File: src/rtl/hbp_pkg.sv
// Shared constants and types of the Huffman bit packer.
`timescale 1ns / 1ps
`default_nettype none
package hbp_pkg;

   localparam int OP_W             = 2;
   localparam int SYM_W            = 8;
   localparam int LEN_IN_W         = 5;
   localparam int PATTERN_BITS     = 16;
   localparam int OUT_W            = 32;
   localparam int PAD_W            = 64;
   localparam int LIMIT_W          = 6;
   localparam int TABLE_DEPTH      = 256;
   localparam int FIFO_DEPTH       = 4;
   localparam int MAX_CODE_BITS_DEF = 16;
   localparam int WORD_BITS_DEF    = 32;

   localparam logic [SYM_W-1:0] END_SYMBOL_RESET = 8'd127;

   localparam logic [OP_W-1:0] OP_LOAD   = 2'd0;
   localparam logic [OP_W-1:0] OP_ENCODE = 2'd1;
   localparam logic [OP_W-1:0] OP_END    = 2'd2;

   typedef struct packed {
      logic [OUT_W-1:0] word;
      logic             final_word;
   } hbp_out_type;

   typedef struct packed {
      logic push_a;
      logic push_b;
   } hbp_push_type;

endpackage
`default_nettype wire

File: src/rtl/hbp_out_fifo.sv
// Result queue taking up to two words per cycle and draining one while out_ready is high.
`timescale 1ns / 1ps
`default_nettype none
module hbp_out_fifo import hbp_pkg::*; (
   input  wire logic         clock,
   input  wire logic         reset,
   input  wire hbp_push_type push,
   input  wire hbp_out_type  data_a,
   input  wire hbp_out_type  data_b,
   output logic              room,
   output logic              out_valid,
   input  wire logic         out_ready,
   output hbp_out_type       out_data
);
   localparam int PTR_W = $clog2(FIFO_DEPTH);
   localparam int CNT_W = $clog2(FIFO_DEPTH + 1);

   hbp_out_type      mem [FIFO_DEPTH];
   logic [PTR_W-1:0] wr_ptr_ff, wr_ptr_in;
   logic [PTR_W-1:0] rd_ptr_ff, rd_ptr_in;
   logic [CNT_W-1:0] count_ff, count_in;
   logic             pop;
   logic [CNT_W-1:0] n_push;

   always_comb begin
      out_valid = count_ff != '0;
      out_data  = mem[rd_ptr_ff];
      room      = count_ff <= CNT_W'(FIFO_DEPTH - 2);
      pop       = out_valid && out_ready;
      n_push    = CNT_W'(push.push_a) + CNT_W'(push.push_b);
      wr_ptr_in = wr_ptr_ff + PTR_W'(n_push);
      rd_ptr_in = rd_ptr_ff + PTR_W'(pop);
      count_in  = count_ff + n_push - CNT_W'(pop);
   end

   always_ff @(posedge clock) begin
      if (push.push_a) begin
         mem[wr_ptr_ff] <= data_a;
      end
      if (push.push_b) begin
         mem[wr_ptr_ff + PTR_W'(1)] <= data_b;
      end
   end

   always_ff @(posedge clock) begin
      if (reset) begin
         wr_ptr_ff <= '0;
         rd_ptr_ff <= '0;
         count_ff  <= '0;
      end else begin
         wr_ptr_ff <= wr_ptr_in;
         rd_ptr_ff <= rd_ptr_in;
         count_ff  <= count_in;
      end
   end

   a_count_bound: assert property (@(posedge clock) disable iff (reset)
      count_ff <= CNT_W'(FIFO_DEPTH))
      else $error("result queue overflow");

   a_push_order: assert property (@(posedge clock) disable iff (reset)
      push.push_b |-> push.push_a)
      else $error("second word pushed without first");

endmodule
`default_nettype wire

File: config.mk
export PLATFORM = sky130hd
export DESIGN_NAME = hbp_out_fifo
export DESIGN_NICKNAME = d
export VERILOG_FILES = /design/src/rtl/hbp_pkg.sv /design/src/rtl/hbp_out_fifo.sv
export SDC_FILE = /design/constraint.sdc
export NUM_CORES = 1
export LEC_CHECK = 0
export ABC_AREA = 1
export BUFFER_PORTS_ARGS = -buffer_cell sky130_fd_sc_hd__buf_2
export CORE_MARGIN = 4
export CORE_UTILIZATION = 40
export DETAILED_ROUTE_END_ITERATION = 8
export GPL_ROUTABILITY_DRIVEN = 1
export HOLD_SLACK_MARGIN = 0.03
export PLACE_DENSITY = 0.61
export SYNTH_ARGS = -nofsm -noshare
export SYNTH_HDL_FRONTEND = slang
export SYNTH_SLANG_ARGS = --single-unit
File: constraint.sdc
create_clock -name clock -period 4.95 [get_ports clock]
set_input_delay 0.99 -clock clock [delete_from_list [all_inputs] [get_ports clock]]
set_output_delay 0.99 -clock clock [all_outputs]
set_load 0.005 [all_outputs]
==> results of run 1 <==
## worst max-delay path: stages (launching register included)
cell and delay [ns]:
dfxtp_4 0.93, buf_4 0.47, a21oi_1 0.12, o21ai_0 0.09
nand2_1 0.08, buf_2 0.13
## synthesized netlist by cell type, types with 7 or more instances
master	number	area, µm²
nand2_1	206	773.2
o21ai_0	147	735.7
edfxtp_1	132	3964
inv_1	113	424.2
a21oi_1	36	180.2
o211ai_1	33	247.7
clkbuf_1	18	67.56
o21ai_1	18	90.09
buf_2	13	65.06
buf_4	13	97.59
dfxtp_1	7	140.1
nor2_1	7	26.28
## cell families (layout without fill, tap and decap cells)
family                   Yosys count  count (layout)  share of synthesized area [%]
XOR/XNOR                           1               1                         0.1241
flip-flops                       139             139                          58.15
AO/OA/AOI/OAI                    239             239                          18.29
adder cells (fa/ha/maj)            7               7                          1.347
buffers and inverters            165             262                          10.02
AND/OR/NAND/NOR                  220             220                          12.07
## cells in the final DEF, fill, tap and decap left out, types with 2 or more instances in the layout
cell type | netlist | final
clkbuf_16 | 0 | 17
o211ai_1 | 33 | 33
buf_4 | 13 | 10
clkbuf_8 | 0 | 4
nand2_1 | 206 | 206
nand3_2 | 3 | 4
buf_2 | 13 | 105
o31ai_4 | 0 | 4
nand3_1 | 3 | 2
bufinv_16 | 0 | 3
inv_1 | 113 | 113
clkbuf_1 | 18 | 3
nor2_1 | 7 | 7
o21ai_1 | 18 | 18
o21ai_0 | 147 | 147
inv_2 | 2 | 2
edfxtp_1 | 132 | 132
dfxtp_1 | 7 | 5
ha_1 | 6 | 6
a21oi_1 | 36 | 36
clkinv_2 | 0 | 3
## flip-flops by register name (all words and copies together), names as in the netlist
name	count
count_ff	3
wr_ptr_ff	2
mem	132
rd_ptr_ff	2
## per-stage QoR
stage	setup WS, ns	util [%]	cells
2_1_floorplan	0.9316	-	771
3_3_place_gp	2.083	44.69	1061
3_5_place_dp	2.050	44.69	1061
4_1_cts	1.646	48.21	1093
5_1_grt	1.421	48.21	1093
6_report	1.673	48.21	1093
## power by group
group | total, mW | internal [mW] | switching, mW
sequential | 1.62 | 1.48 | 0.143
combinational | 0.886 | 0.346 | 0.539
clock | 1.30 | 0.841 | 0.461
## cell type report
type / count / area [µm²]
fill: 1649 / 8959
sequential: 139 / 4109
multi-input combinational: 467 / 2307
timing repair buffer: 115 / 600.6
clock buffer: 24 / 491.7
inverter: 115 / 431.7
tap: 225 / 281.5
clock inverter: 8 / 116.4
## per-layer routing
| layer | up-vias | global-route usage (%) |
|---|---|---|
| met5 | - | 0 |
| met4 | 4 | 5.711 |
| met3 | 21 | 4.681 |
| met2 | 152 | 28.53 |
| met1 | 2465 | 21.89 |
| li1 | 2755 | - |
## worst min-delay path by stage
stage,start,end,cells past startpoint
final,count_ff[0]$_SDFF_PP0_,count_ff[0]$_SDFF_PP0_,3
after global routing,count_ff[0]$_SDFF_PP0_,count_ff[0]$_SDFF_PP0_,3
after CTS,count_ff[0]$_SDFF_PP0_,count_ff[0]$_SDFF_PP0_,3
after detailed placement,count_ff[0]$_SDFF_PP0_,count_ff[0]$_SDFF_PP0_,3
after global placement,count_ff[0]$_SDFF_PP0_,count_ff[0]$_SDFF_PP0_,3
after floorplan,rd_ptr_ff[0]$_SDFF_PP0_,rd_ptr_ff[0]$_SDFF_PP0_,3
==> run metrics, run 1 <==
Post-Synthesis Cell Area 0.007058 mm²; # IOs around 110; Avg WL per Cell between 15 and 20 µm; GP Congestion between 0.7 and 0.8; post-synthesis sequential area ratio 58.15%; status complete, no violations; EDFF count, synth 132; Ys Warns 0; Hold Crit Class reg -> reg; total power 3.808 mW; clk_lat worst skew 0.42 ns; skew final 0.004512 ns; WHS 0.6250 ns; Slew Viols, Final 0; register bit count reported by yosys approximately 140; Pleak 3.646 nW; Total Wirelength 16.41 mm; crit path max fanout 95; CP Launch Type flop; drc violations 0; Worst slew margin about 41%; TritonCTS Sinks 139; crit end category primary output; Post-CTS Hold Buffers 0; Num CTS Buffers 17; Placed Area 0.007730 mm²; core footprint 0.01730 mm²; Post-CTS Resized 0; first-pass GRT wire length 26.92 mm; R2R Setup Slk 2.61 ns; Mapped Cells 771; Syn Area/Cell 9.154 µm²; Final Hold Vio Count 0; CTS max path bufs 2; Async SR Flop Fraction 0%; input/output buffers 105; routed vias/inst approximately 4.9; syn nets 849; die footprint a little under 0.02 mm²; Max-Cap Viols 0; fraction of layout cells with a size suffix above 1 17.86%; Req. time, crit path between 3 and 4 ns; starting density of the core 40.81%; GR Util All Layers ~17%; Worst Setup EP out_data[32]; Netlist cell types 23; period utilization 66.19%; CTS root buf clkbuf_16; # setup viols final 0; nets 933; Least-Margin Pin Slew just under 0.9 ns; setup TNS 0 ns; Fmax achieved 305.2 MHz; Main synth FF type edfxtp_1; drt first-iter violations 352; Final ANT Viol Nets 0; Antenna Cells 0; Die Y between 100 and 150 µm; vias in the first global route 5165; postcts setup bufs 0; post-layout instance area 0.008338 mm²; wire length on met1 between 7 and 8 mm; DR top layer met5; Worst-path clk slew around 0.060 ns; CTS tree yes; met2 WL post-DR approximately 8.0 mm; critical setup path kind reg -> out; reg2reg path depth 5; H-tree depth 4; routed wl met3 approximately 920 µm; fin crit period roughly 3.3 ns; First-pass DRT Iterations 6; largest net degree at the start of global routing 96; Pwr per Cell Area 456.7 mW/mm²; GRT overflow 0; reg2reg end mem[3][20]$_DFFE_PP_; maximum vdd drop 289.6 µV; crit path DAT 2.29 ns; critical path startpoint rd_ptr_ff[0]$_SDFF_PP0_; num rows 48; Critical R2R Launch wr_ptr_ff[0]$_SDFF_PP0_; HPWL after DPL 10.26 mm; antenna violations before repair 2; DIE WIDTH 140.8 µm; area grow syn2layout 18.14%; via count 5397; RSZ-0062 raised after global routing false
No activity file was read; power rests on OpenSTA's default activity.
==> run 2, diff against run 1 <==
--- a/config.mk
+++ b/config.mk
@@ -5,14 +5,14 @@
 export SDC_FILE = /design/constraint.sdc
 export NUM_CORES = 1
 export LEC_CHECK = 0
-export ABC_AREA = 1
+export ABC_AREA = 0
 export BUFFER_PORTS_ARGS = -buffer_cell sky130_fd_sc_hd__buf_2
 export CORE_MARGIN = 4
 export CORE_UTILIZATION = 40
 export DETAILED_ROUTE_END_ITERATION = 8
 export GPL_ROUTABILITY_DRIVEN = 1
 export HOLD_SLACK_MARGIN = 0.03
-export PLACE_DENSITY = 0.61
+export PLACE_DENSITY = 0.62
 export SYNTH_ARGS = -nofsm -noshare
 export SYNTH_HDL_FRONTEND = slang
 export SYNTH_SLANG_ARGS = --single-unit
==> constraint.sdc (replaced) <==
create_clock -name clock -period 3.2 [get_ports clock]
set_input_delay 0.64 -clock clock [delete_from_list [all_inputs] [get_ports clock]]
set_output_delay 0.64 -clock clock [all_outputs]
set_load 0.005 [all_outputs]
==> run 2 against run 1 <==
Synthesized area shrank 4.0%. Total power is 55% higher. Clock skew up 0.0015 ns. Non-clock buffer count rose by 3. Register-to-register slack worse by 1.7 ns. Via count is 32% lower.
==> run metrics, run 2 <==
Antenna Cells 0; top-count cell post-synth edfxtp_1; met2 WL post-DR 7.189 mm; Syn Area/Cell 18.71 µm²; DIE WIDTH around 140 µm; drc violations 0; period utilization 79.17%; Total Wirelength 14.90 mm; fraction of layout cells with a size suffix above 1 65.64%; Worst slew margin 33.33%; largest net degree at the start of global routing 29; Final ANT Viol Nets 0; Pleak 2.962 nW; commonest non-fill, non-tap cell in the layout edfxtp_1; Num CTS Buffers 17; Ys Warns 0; core footprint 0.01658 mm²; EDFF count, synth between 100 and 150; drt first-iter violations between 150 and 200; via count around 3.7k; antenna violations before repair 1; Worst-path clk slew 0.06 ns; clk_lat worst skew about 0.42 ns; Post-CTS Hold Buffers 0; status complete, no violations; Top reg by flops mem; vias in the first global route 4102; nets roughly 560; fin crit period 2.533 ns; area grow syn2layout 21.78%; Post-CTS Resized 0; Hold Crit Class in -> reg; commonest non-fill, non-tap cells in the layout edfxtp_1 (132), mux2_2 (130), buf_2 (105); TritonCTS Sinks between 100 and 150; input/output buffers 105; fillers about 1.4k; register area 0.004106 mm²; routed vias/inst 5.172; Netlist cell types 27; die footprint ~0.019 mm²; # IOs 106; wire length on met1 around 6.7 mm; CTS max path bufs 2; Mapped Cells 362; Final Hold Vio Count 0; syn nets between 400 and 500; postcts setup bufs 0; Post-Synthesis Cell Area 0.006773 mm²; worst slack, placed between 0.7 and 0.8 ns; total power 5.905 mW; WHS 0.4772 ns; GR Util All Layers 16.19%; Main synth FF type edfxtp_1; Async SR Flop Fraction 0%; maximum vdd drop 379.2 µV; Slew Viols, Final 0; max reg flops 132; post-synth top area share 58.53%; skew final around 0.0060 ns; crit path DAT 1.89 ns; setup TNS 0 ns; biggest regs mem: 132 flops, count_ff: 3 flops; register bit count reported by yosys 139; GP Congestion 0.7264; CTS root buf clkbuf_16; Avg WL per Cell 21.02 µm; Synth area leaders edfxtp_1 (59%), mux2_2 (22%), mux4_2 (11%); most common library cells after synthesis edfxtp_1 (132), mux2_2 (130), mux4_2 (33); Least-Margin Pin Slew approximately 1 ns; # setup viols final 0; CP Launch Type flop; area of the multi-input gates between 0.002 and 0.003 mm²; Pwr per Cell Area 715.9 mW/mm²; Fmax achieved 394.7 MHz; slack of the critical path 0.6666 ns; first-pass GRT wire length around 24 mm; crit path max fanout 21; critical setup path kind reg -> out; First-pass DRT Iterations 4; Die Y 138.1 µm; routed wl met3 851 µm; GRT overflow 0; starting density of the core 40.84%; H-tree depth 4; CTS tree yes; largest area contributor in the netlist edfxtp_1; HPWL after DPL 9.632 mm; post-synthesis sequential area ratio 60.59%; crit end category primary output; Req. time, crit path 2.56 ns; RSZ-0062 raised after global routing false; DR top layer met5; num rows 47; Max-Cap Viols 0
-- run 2: changes by cell type in the layout (fill, tap and decap cells not counted), sizes merged, moves of 3 or more --
cell      delta
clkinvlp     +3
o31ai        -4
clkbuf       -7
inv        -106
o21ai      -163
mux4        +33
nor2b        +3
o211ai      -33
mux2       +132
nand2      -206
a21oi       -35
buf          +3
nand3        -5
-- run 2: cell families after synthesis --
logic type / synth area share (%)
AO/OA/AOI/OAI: 0.2216
XOR/XNOR: 0.8128
adder cells (fa/ha/maj): 1.404
buffers and inverters: 2.309
flip-flops: 60.59
multiplexers: 33.07
AND/OR/NAND/NOR: 1.589
-- run 2: final cells by class --
| cell class | instances | area share (%) |
|---|---|---|
| Clock inverter | 14 | 2.367 |
| Multi-Input combinational cell | 195 | 30.92 |
| Inverter | 6 | 0.2731 |
| Sequential cell | 139 | 49.79 |
| Clock buffer | 17 | 5.158 |
| Tap cell | 220 | 3.337 |
| Timing Repair Buffer | 118 | 8.161 |
-- run 2: path summary, 6_finish.rpt --
kind	start	end	slack [ns]	cells after the start
setup / recovery	rd_ptr_ff[0]$_SDFF_PP0_	out_data[15]	0.67	3
setup reg to reg	wr_ptr_ff[1]$_SDFF_PP0_	mem[2][13]$_DFFE_PP_	0.94	3
hold reg to reg	count_ff[0]$_SDFF_PP0_	count_ff[0]$_SDFF_PP0_	0.61	2
hold / removal	reset	rd_ptr_ff[1]$_SDFF_PP0_	0.48	2
-- run 2: worst max-delay path, stage by stage, from the launching register on --
cell and delay (ns):
dfxtp_2 0.32, buf_4 0.40, mux4_2 0.59, buf_2 0.15
-- run 2: per-layer routing --
metal	vias to the layer above	track usage (%)
met5	-	0
met4	2	5.460
met3	21	5.041
met2	95	25.62
met1	1842	21.39
li1	1707	-
-- run 2: per-stage QoR --
stage               utilization, %  area (µm²)  cells
detailed placement           45.99        7627    678
global placement             45.99        7627    678
global route                 49.74        8248    709
floorplan                        -        6773    362
finish                       49.74        8248    709
CTS                          49.74        8248    709
-- run 2: power breakdown --
| group | leakage [nW] | internal (mW) | switching (mW) |
|---|---|---|---|
| Sequential | 1.30 | 2.31 | 0.0922 |
| Combinational | 1.37 | 0.761 | 0.671 |
| Clock | 0.292 | 1.30 | 0.772 |
| Total | 2.96 | 4.37 | 1.53 |
