## config.mk

```make
export PLATFORM = sky130hd
export DESIGN_NAME = hbp_packer
export DESIGN_NICKNAME = d
export VERILOG_FILES = /design/src/rtl/hbp_pkg.sv /design/src/rtl/hbp_packer.sv
export SDC_FILE = /design/constraint.sdc
export NUM_CORES = 1
export LEC_CHECK = 0
export BUFFER_PORTS_ARGS = -buffer_cell sky130_fd_sc_hd__buf_2
export CAP_MARGIN = 20
export CELL_PAD_IN_SITES_DETAIL_PLACEMENT = 1
export CELL_PAD_IN_SITES_GLOBAL_PLACEMENT = 2
export CORE_MARGIN = 8
export CORE_UTILIZATION = 29
export CTS_BUF_LIST = sky130_fd_sc_hd__clkbuf_16
export CTS_CLUSTER_DIAMETER = 120
export DETAILED_ROUTE_END_ITERATION = 10
export PLACE_DENSITY_LB_ADDON = 0.25
export SYNTH_ARGS = -nofsm -noshare
export SYNTH_HDL_FRONTEND = slang
export SYNTH_SLANG_ARGS = --single-unit
```

## constraint.sdc

```tcl
create_clock -name clock -period 2.5 [get_ports clock]
set_input_delay 0.25 -clock clock [delete_from_list [all_inputs] [get_ports clock]]
set_output_delay 0.25 -clock clock [all_outputs]
set_load 0.02 [all_outputs]
```

## src/rtl/hbp_pkg.sv

```systemverilog
// Shared constants and types of the Huffman bit packer.
`timescale 1ns / 1ps
`default_nettype none
package hbp_pkg;

   localparam int OP_W             = 2;
   localparam int SYM_W            = 8;
   localparam int LEN_IN_W         = 5;
   localparam int PATTERN_BITS     = 16;
   localparam int OUT_W            = 32;
   localparam int PAD_W            = 64;
   localparam int LIMIT_W          = 6;
   localparam int TABLE_DEPTH      = 256;
   localparam int FIFO_DEPTH       = 4;
   localparam int MAX_CODE_BITS_DEF = 16;
   localparam int WORD_BITS_DEF    = 32;

   localparam logic [SYM_W-1:0] END_SYMBOL_RESET = 8'd127;

   localparam logic [OP_W-1:0] OP_LOAD   = 2'd0;
   localparam logic [OP_W-1:0] OP_ENCODE = 2'd1;
   localparam logic [OP_W-1:0] OP_END    = 2'd2;

   typedef struct packed {
      logic [OUT_W-1:0] word;
      logic             final_word;
   } hbp_out_type;

   typedef struct packed {
      logic push_a;
      logic push_b;
   } hbp_push_type;

endpackage
`default_nettype wire

```

## src/rtl/hbp_packer.sv

```systemverilog
// Shift-merge stage: appends looked-up codes to the bit buffer and emits words.
`timescale 1ns / 1ps
`default_nettype none
module hbp_packer import hbp_pkg::*; #(
   parameter int LEN_LIMIT = MAX_CODE_BITS_DEF,
   parameter int WORD_BITS = WORD_BITS_DEF
) (
   input  wire logic                              clock,
   input  wire logic                              reset,
   input  wire logic                              in_valid,
   input  wire logic                              in_end,
   output logic                                   in_ready,
   input  wire logic [$clog2(LEN_LIMIT+1)-1:0]    rd_len,
   input  wire logic [PATTERN_BITS-1:0]           rd_pat,
   input  wire logic                              room,
   output hbp_push_type                           push,
   output hbp_out_type                            out_a,
   output hbp_out_type                            out_b
);
   localparam int LEN_W  = $clog2(LEN_LIMIT + 1);
   localparam int FILL_W = $clog2(WORD_BITS + 1);
   localparam int SUM_W  = $clog2(WORD_BITS + LEN_LIMIT + 1);

   logic                   s1_valid_ff, s1_valid_in;
   logic                   s1_end_ff, s1_end_in;
   logic [WORD_BITS-1:0]   buf_ff, buf_in;
   logic [FILL_W-1:0]      fill_ff, fill_in;
   logic                   go;
   logic [SUM_W-1:0]       sum;
   logic                   ovf;
   logic [2*WORD_BITS-1:0] dbl_code;
   logic [2*WORD_BITS-1:0] shifted;
   logic [WORD_BITS-1:0]   merged;
   logic [WORD_BITS-1:0]   spill;
   logic [PAD_W-1:0]       merged_pad;
   logic [PAD_W-1:0]       spill_pad;

   always_comb begin
      go         = s1_valid_ff && room;
      in_ready   = !s1_valid_ff || go;
      sum        = SUM_W'(fill_ff) + SUM_W'(rd_len);
      ovf        = sum > SUM_W'(WORD_BITS);
      dbl_code   = {rd_pat, {(2*WORD_BITS-PATTERN_BITS){1'b0}}};
      shifted    = dbl_code >> fill_ff;
      merged     = buf_ff | shifted[2*WORD_BITS-1:WORD_BITS];
      spill      = shifted[WORD_BITS-1:0];
      merged_pad = PAD_W'(merged);
      spill_pad  = PAD_W'(spill);

      push.push_a      = go && (ovf || s1_end_ff);
      push.push_b      = go && ovf && s1_end_ff;
      out_a.word       = merged_pad[OUT_W-1:0];
      out_a.final_word = s1_end_ff && !ovf;
      out_b.word       = spill_pad[OUT_W-1:0];
      out_b.final_word = 1'b1;

      buf_in  = buf_ff;
      fill_in = fill_ff;
      if (go) begin
         if (s1_end_ff) begin
            buf_in  = '0;
            fill_in = '0;
         end else if (ovf) begin
            buf_in  = spill;
            fill_in = FILL_W'(sum - SUM_W'(WORD_BITS));
         end else begin
            buf_in  = merged;
            fill_in = FILL_W'(sum);
         end
      end

      s1_valid_in = s1_valid_ff;
      s1_end_in   = s1_end_ff;
      if (in_ready) begin
         s1_valid_in = in_valid;
         s1_end_in   = in_end;
      end
   end

   always_ff @(posedge clock) begin
      if (reset) begin
         s1_valid_ff <= 1'b0;
         s1_end_ff   <= 1'b0;
         buf_ff      <= '0;
         fill_ff     <= '0;
      end else begin
         s1_valid_ff <= s1_valid_in;
         s1_end_ff   <= s1_end_in;
         buf_ff      <= buf_in;
         fill_ff     <= fill_in;
      end
   end

   a_fill_bound: assert property (@(posedge clock) disable iff (reset)
      fill_ff <= FILL_W'(WORD_BITS))
      else $error("fill count exceeds word size");

   a_end_clears: assert property (@(posedge clock) disable iff (reset)
      go && s1_end_ff |=> fill_ff == '0 && buf_ff == '0)
      else $error("end item left bits in the buffer");

endmodule
`default_nettype wire

```

==> flow_metrics.py, run 1 <==
metrics = {
    "status": {
        "status": "finished with violations",
        "violations": "negative setup slack",
    },
    "sta": {
        "finalSetupTns_ps": -4370,
        "setup_viol": 60,
        "worst_slew_pin_slew_ps": 565,
        "rsz0062_at_grt": "yes",
        "hold_viol": 0,
        "setup_slack_ps": -204,
        "min_period_ps": 2700,
        "maxClockFrequency_ghz": 0.370,
        "slew_headroom": 0.623,
        "fin_crit_sh": 1.08,
        "drv_slew": 0,
        "fin_worst_skew_ps": 8.68,
    },
    "worst_hold_path": {
        "holdCritPathClass": "input pin to register",
        "hold_depth": 3,
        "hold_start": "in_valid",
    },
    "global_route": {
        "grt.total_usage": 0.220,
        "grt_remaining_overflow": 0,
        "antenna_found_initial": 0,
        "grt_pass1_vias": 5297,
        "grt_max_degree": 28,
        "grt_pass1_wl_um": 31500,
    },
    "critical_path": {
        "slowest_delay_ps": 560,
        "r2r-start": "fill_ff[1]$_SDFFE_PP0P_",
        "critPathLaunch": "fill_ff[1]$_SDFFE_PP0P_",
        "critPathTopFamily": "multiplexers",
        "rr_worst_depth": 11,
        "cp_slowest_cell": "mux4_2",
        "start_kind": "register",
        "cp_max_fo": 8,
        "reg2reg_slack_ps": -80,
        "worstSetupPathType": "register to output pin",
        "cp.depth": 7,
        "cp-end-kind": "output pin",
        "required_ps": 2250,
        "crit_top_cell": "buf_6",
        "worst_ep_arrival_time_ps": 2450,
        "crit_buf_inv": 3,
        "path_cells": "buf_12 > mux4_2 > buf_6 > mux2i_4 > a22oi_2 > a221o_1 > buf_6",
    },
    "job": {
        "maxCapViolCount": 0,
    },
    "cells_and_area": {
        "num-fill-cells": 1542,
        "drive_above_1_share": 0.553,
        "layout.area.seq_um2": 815,
        "utilization": 0.519,
        "multi_input_area_um2": 3770,
        "diodes": 0,
        "area_delta_synth_final_pct": 75.1,
        "fin_nets": 733,
    },
    "cts": {
        "cts_buffers": 5,
        "cts_tree": "done",
        "cts_root_buf": "clkbuf_16",
        "htree_levels": 2,
        "cts.sinks": 40,
        "clk_pin_slew_worst_paths_ps": 70,
        "clockBufferDepth": 2,
        "insertion_delay_ps": 290,
    },
    "yosys": {
        "synth_top_family_by_area": "compound AO/OA/AOI/OAI gates",
        "synth-edff-count": 0,
        "synth_top_area_cell": "dfxtp_1",
        "ys_top_cells_by_count": "nor2_1 (49), nand2_1 (44), dfxtp_1 (40), o21ai_0 (32), mux2i_1 (30)",
        "netlist_area_um2": 4100,
        "yosysTopAreaCellShare": 0.195,
        "synth-simple-area-share": 0.191,
        "synth-compound-area-share": 0.315,
        "synth_area_per_cell_um2": 8.22,
        "ys.flop_type": "dfxtp_1",
        "ys_types": 69,
        "synth_xor_area_frac": 0.00213,
        "ys_seq_area_frac": 0.195,
        "synth_most_common_cell": "nor2_1",
        "synth_mux_area_frac": 0.213,
        "synth_area_leaders": "dfxtp_1 (20%), mux2i_1 (7.3%), mux4_2 (6.6%)",
        "synth_seq_cells": 40,
        "synthArstFlopShare": 0,
        "syn_nets": 531,
        "yosys_warnings": 0,
        "synth_cells": 499,
        "synthAdderAreaFrac": 0.0201,
    },
    "power_and_ir_drop": {
        "peakVddDrop_v": 0.000251,
        "power.density_nw_per_um2": 363,
        "leakage_nw": 3.04,
    },
    "floorplan": {
        "io_pins": 95,
        "core_um2": 13800,
        "die_w_um": 135,
        "start_util": 0.297,
        "die_y_um": 135,
        "num_rows": 43,
        "dieArea_um2": 18200,
    },
    "drt": {
        "drtAntennaViolNets": 0,
        "drc": 0,
        "wl_per_cell_um": 24.6,
        "vias": 5241,
        "firstDrtPassIters": 5,
        "vias_per_cell": 5.94,
        "wl_um": 21700,
        "drtIter0Drc": 326,
    },
    "place": {
        "port-buffer-count": 93,
        "dp_hpwl_um": 14100,
        "globalplace.congestion": 0.893,
    },
}
[routing by layer]
metal	vias up	wire length (um)	global-route usage
li1	2323	-	-
met1	2648	8820	0.275
met2	222	10900	0.381
met3	48	1390	0.0364
met4	0	595	0.0592
met5	-	0	0
[power breakdown]
group	switching [mW]	total, mW	internal, mW
registers	0.0155	0.670	0.655
logic	0.610	1.18	0.566
clock network	0.293	0.760	0.467
total	0.919	2.61	1.69
[worst register-to-register path, stage by stage (launching register included)]
cell and delay, ps:
dfxtp_4 360, buf_4 140, ha_4 210, a211oi_4 340, or4_4 210, o311ai_4 80
buf_6 150, buf_6 110, and2_4 190, buf_4 150, a311o_1 310, a32o_1 220
[path summary, 6_finish.rpt]
check,endpoint
setup reg to reg,buf_ff[19]$_SDFFE_PP0P_
hold reg to reg,buf_ff[5]$_SDFFE_PP0P_
hold / removal,s1_valid_ff$_SDFFE_PP0P_
setup / recovery,out_a[15]
[final cells by class]
class	instances	area share
Multi-Input combinational cell	406	0.525
Clock buffer	5	0.0174
Timing Repair Buffer	237	0.299
Inverter	11	0.00749
Clock inverter	3	0.00540
Sequential cell	40	0.113
Tap cell	180	0.0314
[sequential cells by signal, indices dropped and copies added, names as in the netlist]
register,cells
buf_ff,32
fill_ff,6
s1_end_ff,1
s1_valid_ff,1
[metrics by stage]
stage          worst slack [ps]  area [um^2]  power, mW  hold slack [ps]  instances
6_report                   -204         7180       2.61              193        882
3_5_place_dp               -212         5170       1.47              438        804
3_3_place_gp               -185         5170       1.46              431        804
4_1_cts                    -188         6450       2.45              190        853
5_1_grt                    -248         7180       2.70              205        882
2_1_floorplan              24.9         4110       1.13              379        499
[logic make-up (layout without fill, tap and decap cells)]
kind of cell	after synthesis	count (layout)
compound gates	174	174
xor+xnor	1	1
fa+ha+maj	6	6
buf+inv	53	256
flops	40	40
mux	61	61
other cells	1	1
simple gates	163	163
[placed cells by master, fill, tap and decap left out, types with 4 or more instances in the layout]
cell       instances
mux2i_4           10
buf_12             9
o21ai_0           18
a22oi_2            8
a21oi_1           14
and2_4             4
and2_1            13
a21o_1            17
mux2i_2            4
a221o_1           18
o21bai_1           6
nor2_2             7
nor2_4             4
mux2i_1           16
nor3_1             6
a32o_1             4
mux2_4             6
a22o_1             8
buf_2             41
nand3_1            6
and3_1             6
o21ai_1            8
a211o_1            4
inv_1              6
nand2_2            6
buf_6             73
clkbuf_16          5
nor2_1            38
mux2_2             7
nand2_1           37
dfxtp_1           35
o21a_1             5
buf_4            108
nand2b_1           6
a21oi_2            5
mux4_2            17
o21ai_2            5
[timing repair]
item | in CTS | in global routing
hold buffers | 0 | 0
resized for setup | 196 | 129
pin swaps | 38 | 45
gates cloned | 4 | 0
setup endpoints to repair | 83 | 79
buffers inserted | 39 | 32
Power figures use the tool's default switching activity.
==> run 2: changes to the inputs <==
==> config.mk (replaced) <==
export PLATFORM = sky130hd
export DESIGN_NAME = hbp_packer
export DESIGN_NICKNAME = d
export VERILOG_FILES = /design/src/rtl/hbp_pkg.sv /design/src/rtl/hbp_packer.sv
export SDC_FILE = /design/constraint.sdc
export NUM_CORES = 1
export LEC_CHECK = 0
export CAP_MARGIN = 20
export CELL_PAD_IN_SITES_DETAIL_PLACEMENT = 1
export CELL_PAD_IN_SITES_GLOBAL_PLACEMENT = 2
export CORE_MARGIN = 8
export CORE_UTILIZATION = 30
export CTS_CLUSTER_DIAMETER = 120
export DETAILED_ROUTE_END_ITERATION = 10
export DONT_BUFFER_PORTS = 1
export PLACE_DENSITY_LB_ADDON = 0.25
export SYNTH_ARGS = -nofsm -noshare
export SYNTH_HDL_FRONTEND = slang
export SYNTH_SLANG_ARGS = --single-unit
==> constraint.sdc (replaced) <==
create_clock -name clock -period 2.22 [get_ports clock]
set_input_delay 0.222 -clock clock [delete_from_list [all_inputs] [get_ports clock]]
set_output_delay 0.222 -clock clock [all_outputs]
set_load 0.02 [all_outputs]
==> run 2 against run 1 <==
Compared with the run above:
- the flow still finishes with violations (negative setup slack)
- sequential share of layout area fell by 0.74 points
- first-iteration DRC count increased by 41%
- non-clock buffer count is 1 higher
- die area fell by 2.9%
- clock skew increased by 0.82 ps
- setup slack worse by 280 ps
- core utilization rose by 5.9 points
- sequential cell count stayed put
- critical path type unchanged
- critical endpoint is now out_a[20]
- largest power group unchanged
==> flow_metrics.py, run 2 (synthesized netlist as in run 1, its figures left out) <==
metrics = {
    "floorplan": {
        "core_um2": 13300,
        "io_pins": 95,
        "dieArea_um2": 17700,
        "num_rows": 42,
        "die_y_um": 133,
        "die_w_um": 133,
        "start_util": 0.309,
    },
    "critical_path": {
        "slowest_delay_ps": 580,
        "cp-end-kind": "output pin",
        "rr_worst_depth": 11,
        "cp_slowest_cell": "mux4_2",
        "worstSetupPathType": "register to output pin",
        "r2r-end": "buf_ff[0]$_SDFFE_PP0P_",
        "worst_ep_arrival_time_ps": 2480,
        "cp_max_fo": 6,
        "r2r-start": "fill_ff[1]$_SDFFE_PP0P_",
        "reg2reg_slack_ps": -350,
        "start_kind": "register",
        "required_ps": 2000,
        "path_cells": "buf_8 > buf_8 > mux4_2 > buf_6 > a221o_1 > nand2_2 > buf_6 > o21bai_1 > buf_4",
    },
    "drt": {
        "drc": 0,
        "drtAntennaViolNets": 0,
        "wl_per_cell_um": 28.0,
        "drtIter0Drc": 461,
        "vias": 5488,
        "vias_per_cell": 6.24,
        "firstDrtPassIters": 5,
        "wl_um": 24600,
    },
    "cells_and_area": {
        "final_cell_mix": "buf_4 (136), buf_6 (74), dfxtp_1 (35), nand2_1 (33), nor2_1 (32)",
        "layout.area.seq_um2": 815,
        "regMostFlops": "buf_ff",
        "area_delta_synth_final_pct": 87.3,
        "multi_input_area_um2": 4080,
        "diodes": 0,
        "drive_above_1_share": 0.607,
        "design_area_um2": 7680,
        "final_common_cell": "buf_4",
        "fin_nets": 734,
        "reg_top3": "buf_ff (32), fill_ff (6)",
        "num-fill-cells": 1403,
        "largest_reg_flops": 32,
    },
    "power_and_ir_drop": {
        "leakage_nw": 3.16,
        "peakVddDrop_v": 0.000307,
        "power_mw": 3.06,
        "power.density_nw_per_um2": 398,
    },
    "sta": {
        "worst_slew_pin_slew_ps": 697,
        "maxClockFrequency_ghz": 0.370,
        "setup_slack_ps": -485,
        "fin_worst_skew_ps": 9.50,
        "min_period_ps": 2710,
        "hold_viol": 0,
        "slew_headroom": 0.534,
        "rsz0062_at_grt": "yes",
        "drv_slew": 0,
        "fin_crit_sh": 1.22,
        "setup_viol": 96,
    },
    "cts": {
        "htree_levels": 2,
        "cts_buffers": 5,
        "cts_root_buf": "clkbuf_16",
        "insertion_delay_ps": 300,
        "cts.sinks": 40,
        "clockBufferDepth": 2,
        "cts_tree": "done",
        "clk_pin_slew_worst_paths_ps": 70,
    },
    "job": {
        "maxCapViolCount": 0,
    },
    "place": {
        "place_area_um2": 5430,
        "port-buffer-count": 0,
        "dp_hpwl_um": 14800,
        "globalplace.congestion": 0.900,
    },
    "global_route": {
        "grt_pass1_vias": 5572,
        "grt_pass1_wl_um": 33400,
        "grt_max_degree": 28,
        "grt.total_usage": 0.238,
        "antenna_found_initial": 0,
        "grt_remaining_overflow": 0,
    },
    "worst_hold_path": {
        "hold_depth": 2,
        "whs_endpoint": "s1_valid_ff$_SDFFE_PP0P_",
        "holdCritPathClass": "input pin to register",
        "hold_start": "in_valid",
    },
    "status": {
        "violations": "negative setup slack",
        "status": "finished with violations",
    },
}
-- run 2: changes by cell type in the layout (fill, tap and decap cells not counted), sizes merged --
cell	before	now
clkbuf	5	7
inv	9	8
dlygate4sd3	0	2
buf	236	234
-- run 2: area by class of cell --
class | instances | share of cell area
clock buffer | 6 | 0.0168
tap | 176 | 0.0287
inverter | 11 | 0.00700
sequential | 40 | 0.106
multi-input combinational | 406 | 0.530
clock inverter | 2 | 0.00456
timing repair buffer | 238 | 0.307
-- run 2: worst max path at each step --
stage	start	end	slack (ps)	cells past startpoint
5_1_grt	fill_ff[1]$_SDFFE_PP0P_	out_a[20]	-530	9
3_5_place_dp	fill_ff[0]$_SDFFE_PP0P_	buf_ff[19]$_SDFFE_PP0P_	-350	8
6_report	fill_ff[1]$_SDFFE_PP0P_	out_a[20]	-490	9
4_1_cts	fill_ff[1]$_SDFFE_PP0P_	out_a[20]	-400	9
2_1_floorplan	fill_ff[1]$_SDFFE_PP0P_	buf_ff[25]$_SDFFE_PP0P_	-10	8
3_3_place_gp	fill_ff[1]$_SDFFE_PP0P_	buf_ff[17]$_SDFFE_PP0P_	-260	8
-- run 2: critical path, delay by kind of cell, from the launching register on --
| kind | cells | cell delay (ps) |
|---|---|---|
| buf+inv | 5 | 700 |
| compound gates | 2 | 390 |
| flops | 1 | 400 |
| simple gates | 1 | 120 |
| mux | 1 | 580 |
-- run 2: power breakdown --
group / internal (mW) / switching (mW) / leakage, nW
registers: 0.737 / 0.0191 / 0.327
logic: 0.719 / 0.717 / 2.75
clock network: 0.530 / 0.335 / 0.0808
total: 1.99 / 1.07 / 3.16
-- run 2: routing by layer --
metal | track usage | up-vias | part of all wire | wire length [um]
li1 | - | 2317 | - | -
met1 | 0.264 | 2796 | 0.37 | 9230
met2 | 0.443 | 291 | 0.52 | 12700
met3 | 0.0454 | 84 | 0.070 | 1720
met4 | 0.0782 | 0 | 0.040 | 988
met5 | 0 | - | 0 | 0
-- run 2: stage by stage --
step | util | setup TNS, ps | instances | setup WS [ps] | hold WS (ps)
3_5_place_dp | 0.409 | -14120 | 791 | -348 | 289
2_1_floorplan | - | -12.6 | 499 | -11.7 | 351
5_1_grt | 0.578 | -33180 | 879 | -531 | 53.1
6_report | 0.578 | -28270 | 879 | -485 | 61.0
4_1_cts | 0.514 | -21120 | 844 | -402 | 0.882
3_3_place_gp | 0.409 | -8620 | 791 | -256 | 288
-- run 2: what timing repair did --
action	CTS	global route
pin swaps	60	51
resized for setup	215	133
hold buffers	1	1
setup buffers	44	38
gates cloned	3	1
setup endpoints to repair	98	98
hold endpoints to repair	7	1
==> run 3: changes to the inputs <==
==> constraint.sdc (replaced) <==
create_clock -name clock -period 3.3 [get_ports clock]
set_input_delay 0.33 -clock clock [delete_from_list [all_inputs] [get_ports clock]]
set_output_delay 0.33 -clock clock [all_outputs]
set_load 0.02 [all_outputs]
==> run 3 against run 2 <==
Compared with the run above:
- the flow now finishes without violations
- sequential share of layout area is 6.7 points higher
- highest routed layer unchanged
- die area stayed put
- global-route usage is 4.1 points lower
- routed wire length is 28% lower
- sequential cell count stayed put
- non-clock buffer count is 194 lower
- sequential power is 33% lower
- via count is 23% lower
==> flow_metrics.py, run 3 (synthesized netlist as in run 1, its figures left out) <==
metrics = {
    "status": {
        "status": "finished clean",
    },
    "cts": {
        "cts_buffers": 5,
        "cts_tree": "done",
        "cts_root_buf": "clkbuf_16",
        "htree_levels": 2,
        "post_cts_buffers": 0,
        "insertion_delay_ps": 300,
        "cts-hold-fix-buffers": 0,
        "cts.sinks": 40,
        "clockBufferDepth": 2,
        "clk_pin_slew_worst_paths_ps": 60,
        "ctsResizeCount": 0,
    },
    "cells_and_area": {
        "reg_top3": "buf_ff (32), fill_ff (6)",
        "final_common_cell": "nor2_1",
        "diodes": 0,
        "drive_above_1_share": 0.179,
        "design_area_um2": 4630,
        "largest_reg_flops": 32,
        "fin_nets": 540,
        "num-fill-cells": 1587,
        "regMostFlops": "buf_ff",
        "area_delta_synth_final_pct": 12.9,
        "final_cell_mix": "nor2_1 (49), nand2_1 (44), buf_4 (44), dfxtp_1 (38), o21ai_0 (32)",
    },
    "critical_path": {
        "cp_max_fo": 25,
        "r2r-start": "fill_ff[1]$_SDFFE_PP0P_",
        "worst_ep_arrival_time_ps": 2710,
        "rr_worst_depth": 8,
        "cp-end-kind": "output pin",
        "required_ps": 2970,
        "worstSetupPathType": "register to output pin",
        "r2r-end": "buf_ff[2]$_SDFFE_PP0P_",
        "reg2reg_slack_ps": 470,
        "start_kind": "register",
    },
    "drt": {
        "vias": 4234,
        "drtIter0Drc": 218,
        "firstDrtPassIters": 4,
        "drc": 0,
        "drtAntennaViolNets": 0,
        "wl_um": 17800,
        "wl_per_cell_um": 26.0,
        "vias_per_cell": 6.19,
    },
    "global_route": {
        "gr-usage-met3": 0.0405,
        "antenna_found_initial": 0,
        "grt_max_degree": 28,
        "grt_busiest_layer": "met2",
        "grt_pass1_vias": 4439,
        "use_met2": 0.340,
        "grt_pass1_wl_um": 27300,
        "grtUsageMet1": 0.240,
        "grt.total_usage": 0.197,
        "grt_remaining_overflow": 0,
    },
    "sta": {
        "maxClockFrequency_ghz": 0.328,
        "min_period_ps": 3040,
        "setup_slack_ps": 255,
        "finalSetupTns_ps": 0,
        "fin_crit_sh": 0.923,
        "worst_slew_pin_slew_ps": 982,
        "drv_slew": 0,
        "rsz0062_at_grt": "no",
        "setup_viol": 0,
        "slew_headroom": 0.344,
        "fin_worst_skew_ps": 6.25,
        "hold_slack_ps": 91.3,
        "hold_viol": 0,
    },
    "floorplan": {
        "num_rows": 42,
        "io_pins": 95,
        "dieArea_um2": 17700,
        "start_util": 0.309,
        "core_um2": 13300,
        "die_w_um": 133,
        "die_y_um": 133,
    },
    "place": {
        "dp_hpwl_um": 13500,
        "globalplace.congestion": 0.889,
        "place_area_um2": 4450,
        "port-buffer-count": 0,
        "place_ws_ps": 520,
    },
    "worst_hold_path": {
        "hold_depth": 1,
        "holdCritPathClass": "input pin to register",
        "hold_start": "reset",
        "whs_endpoint": "fill_ff[1]$_SDFFE_PP0P_",
    },
    "power_and_ir_drop": {
        "pwr-share-comb": 0.292,
        "p_clk_frac": 0.396,
        "leakage_nw": 1.84,
        "peakVddDrop_v": 0.000272,
        "power_switching_mw": 0.530,
        "switching_share": 0.325,
        "p_int_mw": 1.10,
        "power.density_nw_per_um2": 352,
        "p_seq_frac": 0.312,
        "power_mw": 1.63,
    },
    "job": {
        "maxCapViolCount": 0,
    },
}
run 3: cell types whose count changed in the layout (fill, tap and decap cells not counted), sizes merged:
cell / before / now
bufinv: 1 / 2
bufbuf: 1 / 0
inv: 8 / 9
clkinvlp: 1 / 0
clkbuf: 7 / 5
dlygate4sd3: 2 / 0
buf: 234 / 44
clkinv: 3 / 2
run 3: worst max-delay path by stage:
| stage | from | end | slack, ps | cells past startpoint |
|---|---|---|---|---|
| floorplan | fill_ff[1]$_SDFFE_PP0P_ | push[0] | 670 | 7 |
| global placement | fill_ff[1]$_SDFFE_PP0P_ | buf_ff[25]$_SDFFE_PP0P_ | 580 | 8 |
| detailed placement | fill_ff[1]$_SDFFE_PP0P_ | buf_ff[2]$_SDFFE_PP0P_ | 520 | 8 |
| CTS | fill_ff[1]$_SDFFE_PP0P_ | out_a[6] | 280 | 7 |
| global route | fill_ff[2]$_SDFFE_PP0P_ | push[1] | 100 | 8 |
| finish | fill_ff[1]$_SDFFE_PP0P_ | out_a[6] | 260 | 7 |
run 3: metrics by stage:
step | instances | utilization
global placement | 677 | 0.335
floorplan | 499 | -
global route | 684 | 0.348
finish | 684 | 0.348
CTS | 684 | 0.348
detailed placement | 677 | 0.335
run 3: per-layer routing:
metal	part of all wire	vias up
li1	-	1939
met1	0.43	2169
met2	0.50	111
met3	0.055	15
met4	0.015	0
met5	0	-
run 3: critical path, stage by stage, from the launching register on:
cell and delay [ps]:
dfxtp_2 440, buf_4 350, mux2i_1 160, and2_0 200, o32ai_1 610, a22oi_1 300
o21bai_1 180, buf_4 160
run 3: layout make-up:
class	count	area, um^2	share of cell area
Clock buffer	5	125	0.0270
Clock inverter	2	60.1	0.0130
Inverter	11	41.3	0.00891
Multi-Input combinational cell	406	3050	0.659
Sequential cell	40	803	0.173
Tap cell	176	220	0.0475
Timing Repair Buffer	44	330	0.0713
run 3: power by group through the flow:
stage               Combinational [mW]  Sequential (mW)  Clock, mW
global placement                 0.469            0.519          0
finish                           0.477            0.509      0.645
global route                     0.513            0.511      0.674
detailed placement               0.475            0.520          0
CTS                              0.477            0.509      0.660
floorplan                        0.345            0.514          0
